`config.mk`:
```
export PLATFORM = sky130hd
export DESIGN_NAME = htmf_ram
export DESIGN_NICKNAME = d
export VERILOG_FILES = /design/src/rtl/core/htmf_ram.sv
export SDC_FILE = /design/constraint.sdc
export NUM_CORES = 2
export LEC_CHECK = 0
export ABC_CLOCK_PERIOD_IN_PS = 4000
export BUFFER_PORTS_ARGS = -buffer_cell sky130_fd_sc_hd__buf_4
export CAP_MARGIN = 20
export CORE_ASPECT_RATIO = 0.75
export CORE_MARGIN = 10
export CORE_UTILIZATION = 25
export CTS_CLUSTER_DIAMETER = 30
export CTS_CLUSTER_SIZE = 8
export DETAILED_ROUTE_END_ITERATION = 10
export HOLD_SLACK_MARGIN = 0.06
export PLACE_DENSITY = 0.39
export SYNTH_ARGS = -nofsm -noshare
export SYNTH_HDL_FRONTEND = slang
export SYNTH_SLANG_ARGS = --single-unit
```
`constraint.sdc`:
```
create_clock -name clk -period 4 [get_ports clk]
set_input_delay 0.4 -clock clk [delete_from_list [all_inputs] [get_ports clk]]
set_output_delay 0.4 -clock clk [all_outputs]
set_load 0.005 [all_outputs]
```
`src/rtl/core/htmf_ram.sv`:
```
// generic ram: one write port, two registered read ports
// no dependencies
module htmf_ram #(
	parameter int WIDTH = 8,
	parameter int DEPTH = 256
) (
	input  logic                     clk,
	input  logic                     we,
	input  logic [$clog2(DEPTH)-1:0] waddr,
	input  logic [WIDTH-1:0]         wdata,
	input  logic                     re0,
	input  logic [$clog2(DEPTH)-1:0] raddr0,
	output logic [WIDTH-1:0]         rdata0,
	input  logic                     re1,
	input  logic [$clog2(DEPTH)-1:0] raddr1,
	output logic [WIDTH-1:0]         rdata1
);
	logic [WIDTH-1:0] mem_q [DEPTH];

	always_ff @(posedge clk) begin
		if (we) begin
			mem_q[waddr] <= wdata;
		end
		if (re0) begin
			rdata0 <= mem_q[raddr0];
		end
		if (re1) begin
			rdata1 <= mem_q[raddr1];
		end
	end
endmodule

```
==> summary.txt <==
status - finished clean
post-synthesis adder-cell area fraction - 0
H-Tree Depth - 5
Die W - 740 um
antenna violation net count after detailed routing - 0
asr flop ratio synth - 0
arrival time worst endpoint - 4.04 ns
Synth Area in Compound Gates - 0.0353
combinational share of power - 0.072
Sequential Power Share - 0.360
Max-Cap Viols - 0
placed cells - 10,400
drt via density - 5.17
critical path launch point type - register
worst path required time - 4.66 ns
final setup fails - 0
average cell area after synthesis - 20.0 sq um
Sw Pwr - 15.4 mW
commonest non-fill, non-tap cell in the layout - edfxtp_1
worst r2r src - mem_q[87][5]
Die ar. - 0.414 sq mm
Mapped Cells - 4,847
reg-to-reg slack, setup - 0.62 ns
VDD IR max - 0.350 mV
HP Class - in -> reg
Synth area leader - edfxtp_1
Mapped Area - 0.0971 sq mm
total grt overflow - 0
Iter 0 DRT Violations - 7,310
CTS tree - yes
commonest cells after routing, fill and taps aside - edfxtp_1 (2,064), mux4_2 (1,051), buf_4 (660), clkbuf_16 (458), nor2_1 (296)
Leakage - 40.2 nW
clock transition at the registers of the reported paths - 0.05 ns
Top Ports - 52
Slew Limit Fails - 0
vias post-DR - 58,200
top cells by area, synth - edfxtp_1 (64%), mux4_2 (24%), mux2i_1 (2.4%), nor2_1 (1.2%), o221ai_1 (0.59%)
Initial Util - 0.251
Synth Net Count - 4,883
Clock power frac - 0.568
CTS resizes - 0
Core Footprint - 0.387 sq mm
RSZ-0062 raised after global routing - false
crit-path max FO - 2
drt wl/cell - 34.9 um
Sink Count - 2,064
final cell count without fillers - 11,300
initial antenna violation count - 46
DRC viols - 0
vias in the first global route - 58,800
combinational family with the most area after synthesis - multiplexers
buffers added on ports - 51
Worst Setup Path Type - reg -> reg
final count of hold timing violations - 0
CP endpoint kind - register
Post-DP HPWL - 273,000 um
clk_skew - 0.0619 ns
total track usage - 0.184
Int Pwr - 51.3 mW
synth unique cells - 64
Worst Hold Depth - 1
FMAX - 296 MHz
R2R cell count - 7
Synth Register Bits - 2,064
post-synth top area share - 0.638
global-route wire length before repair - 530,000 um
Reg2Reg Capture Point - rdata0[5]
synth warn - 0
clk_lat worst skew - 0.96 ns
Root Buffer Master - clkbuf_16
pin count of the biggest net entering global routing - 109
Layout fillers - 37,300
worst hold endpoint - mem_q[121][5]
Clock Path Buffers - 4
DRT Pass-1 Iters - 6
Sw Share - 0.231
Final nets - 5,715
DRT Wirelength - 393,000 um
Seq/Total Area, Yosys - 0.638
Placer Congestion - 0.853
TritonCTS buffer count - 453
top_reg_cell synth - edfxtp_1
PD cells - 540 mW/mm^2
area grow syn2layout - 27.1%
share of cells above drive strength 1 - 0.428
FP Rows - 198
Post-synth EDFFs - 2,064
overall power - 66.7 mW
Die Y - 560 um
Least-Margin Pin Slew - 1.23 ns
Post-Synth Simple-Gate Area - 0.0269
relative slew slack - 0.175
xor-xnor portion of the synthesized cell area - 0
fin crit share - 0.845
final worst path period need - 3.38 ns
mux contribution to synthesized area - 0.272
HP Start - wdata[5]
## how the worst max path moves through the flow
stage                            start   endpoint  slack [ns]
after floorplan              raddr1[0]  rdata1[0]        1.42
after global placement       raddr0[0]  rdata0[5]       -0.46
after detailed placement     raddr0[0]  rdata0[5]       -0.46
after CTS                 mem_q[87][5]  rdata0[5]        0.40
after global routing      mem_q[84][5]  rdata0[5]        0.46
final                     mem_q[87][5]  rdata0[5]        0.62
## timing repair
action,CTS,global route
endpoints found under the hold margin,322,0
setup endpoints to repair,0,0
setup buffers,0,0
hold buffers,9,0
## power by group through the flow
| stage | logic (mW) | registers (mW) | clock network, mW |
|---|---|---|---|
| 3_3_place_gp | 4.81 | 24.4 | 0 |
| 4_1_cts | 4.83 | 24.0 | 38.5 |
| 5_1_grt | 5.00 | 24.0 | 39.6 |
| 3_5_place_dp | 4.81 | 24.4 | 0 |
| 6_report | 4.83 | 24.0 | 37.9 |
| 2_1_floorplan | 2.36 | 24.4 | 0 |
## synth_stat cells (6+ instances only)
cell and count:
a211oi_1 28, nand4_1 13, nor3_1 21, mux2i_1 236
buf_1 25, a221o_1 10, o211ai_1 13, buf_4 42
a22oi_1 62, buf_12 8, mux4_2 1051, a21oi_1 79
nor4_1 7, o31ai_1 11, buf_8 35, a22o_1 22
nor2_1 298, a2bb2oi_1 9, o22ai_1 48, a221oi_1 32
edfxtp_1 2064, buf_2 104, buf_6 44, nand2b_1 11
a211o_1 6, clkbuf_1 137, nand3b_1 6, nand3_1 52
nor3b_1 7, nand2_1 114, and2_1 12, nor2b_1 27
mux2_2 38, o221ai_1 65, o21ai_0 34, or2_2 6
## per-layer routing
metal	track usage	wire, um	share of wire	up-vias
met5	0	46	0.00012	-
met4	0.0454	10200	0.026	6
met3	0.0462	32800	0.083	578
met2	0.271	170000	0.43	2622
met1	0.271	180000	0.46	32000
li1	-	-	-	23000
## sequential cells by signal (all words and copies together), names as in the netlist
name,count
rdata1,8
rdata0,8
mem_q,2048
## logic make-up after synthesis
| logic type | count (synthesis) |
|---|---|
| muxes | 1325 |
| AOI/OAI and AO/OA | 466 |
| DFF | 2064 |
| buffers and inverters | 401 |
| and+or+nand+nor | 591 |
## worst max-delay path, stage by stage, from the launching register on
cell and delay, ns:
edfxtp_1 0.37, mux4_2 0.47, a22o_1 0.27, a221oi_1 0.62, buf_4 0.22, o22ai_1 0.19, o32ai_1 0.84, nor3_1 0.11
## area by class of cell
| class | instances | area (sq um) | area share |
|---|---|---|---|
| Timing Repair Buffer | 772 | 6990 | 0.0566 |
| Antenna cell | 5 | 12.5 | 0.000101 |
| Clock buffer | 522 | 11700 | 0.0947 |
| Sequential cell | 2064 | 62000 | 0.502 |
| Clock inverter | 305 | 3710 | 0.0300 |
| Tap cell | 5200 | 6510 | 0.0527 |
| Multi-Input combinational cell | 2382 | 32600 | 0.264 |
| Inverter | 6 | 27.5 | 0.000223 |
## per-stage QoR
stage          utilization  setup WS [ns]  hold WS [ns]  setup TNS [ns]  instance area [sq um]
2_1_floorplan            -           1.42         0.499               0                  97100
5_1_grt              0.319          0.456         0.134               0                 123000
6_report             0.319          0.619         0.131               0                 123000
3_3_place_gp         0.279         -0.459         0.811          -0.855                 108000
4_1_cts              0.319          0.400        0.0889               0                 123000
3_5_place_dp         0.279         -0.463         0.810          -0.837                 108000
No activity file was read; power rests on OpenSTA's default activity.
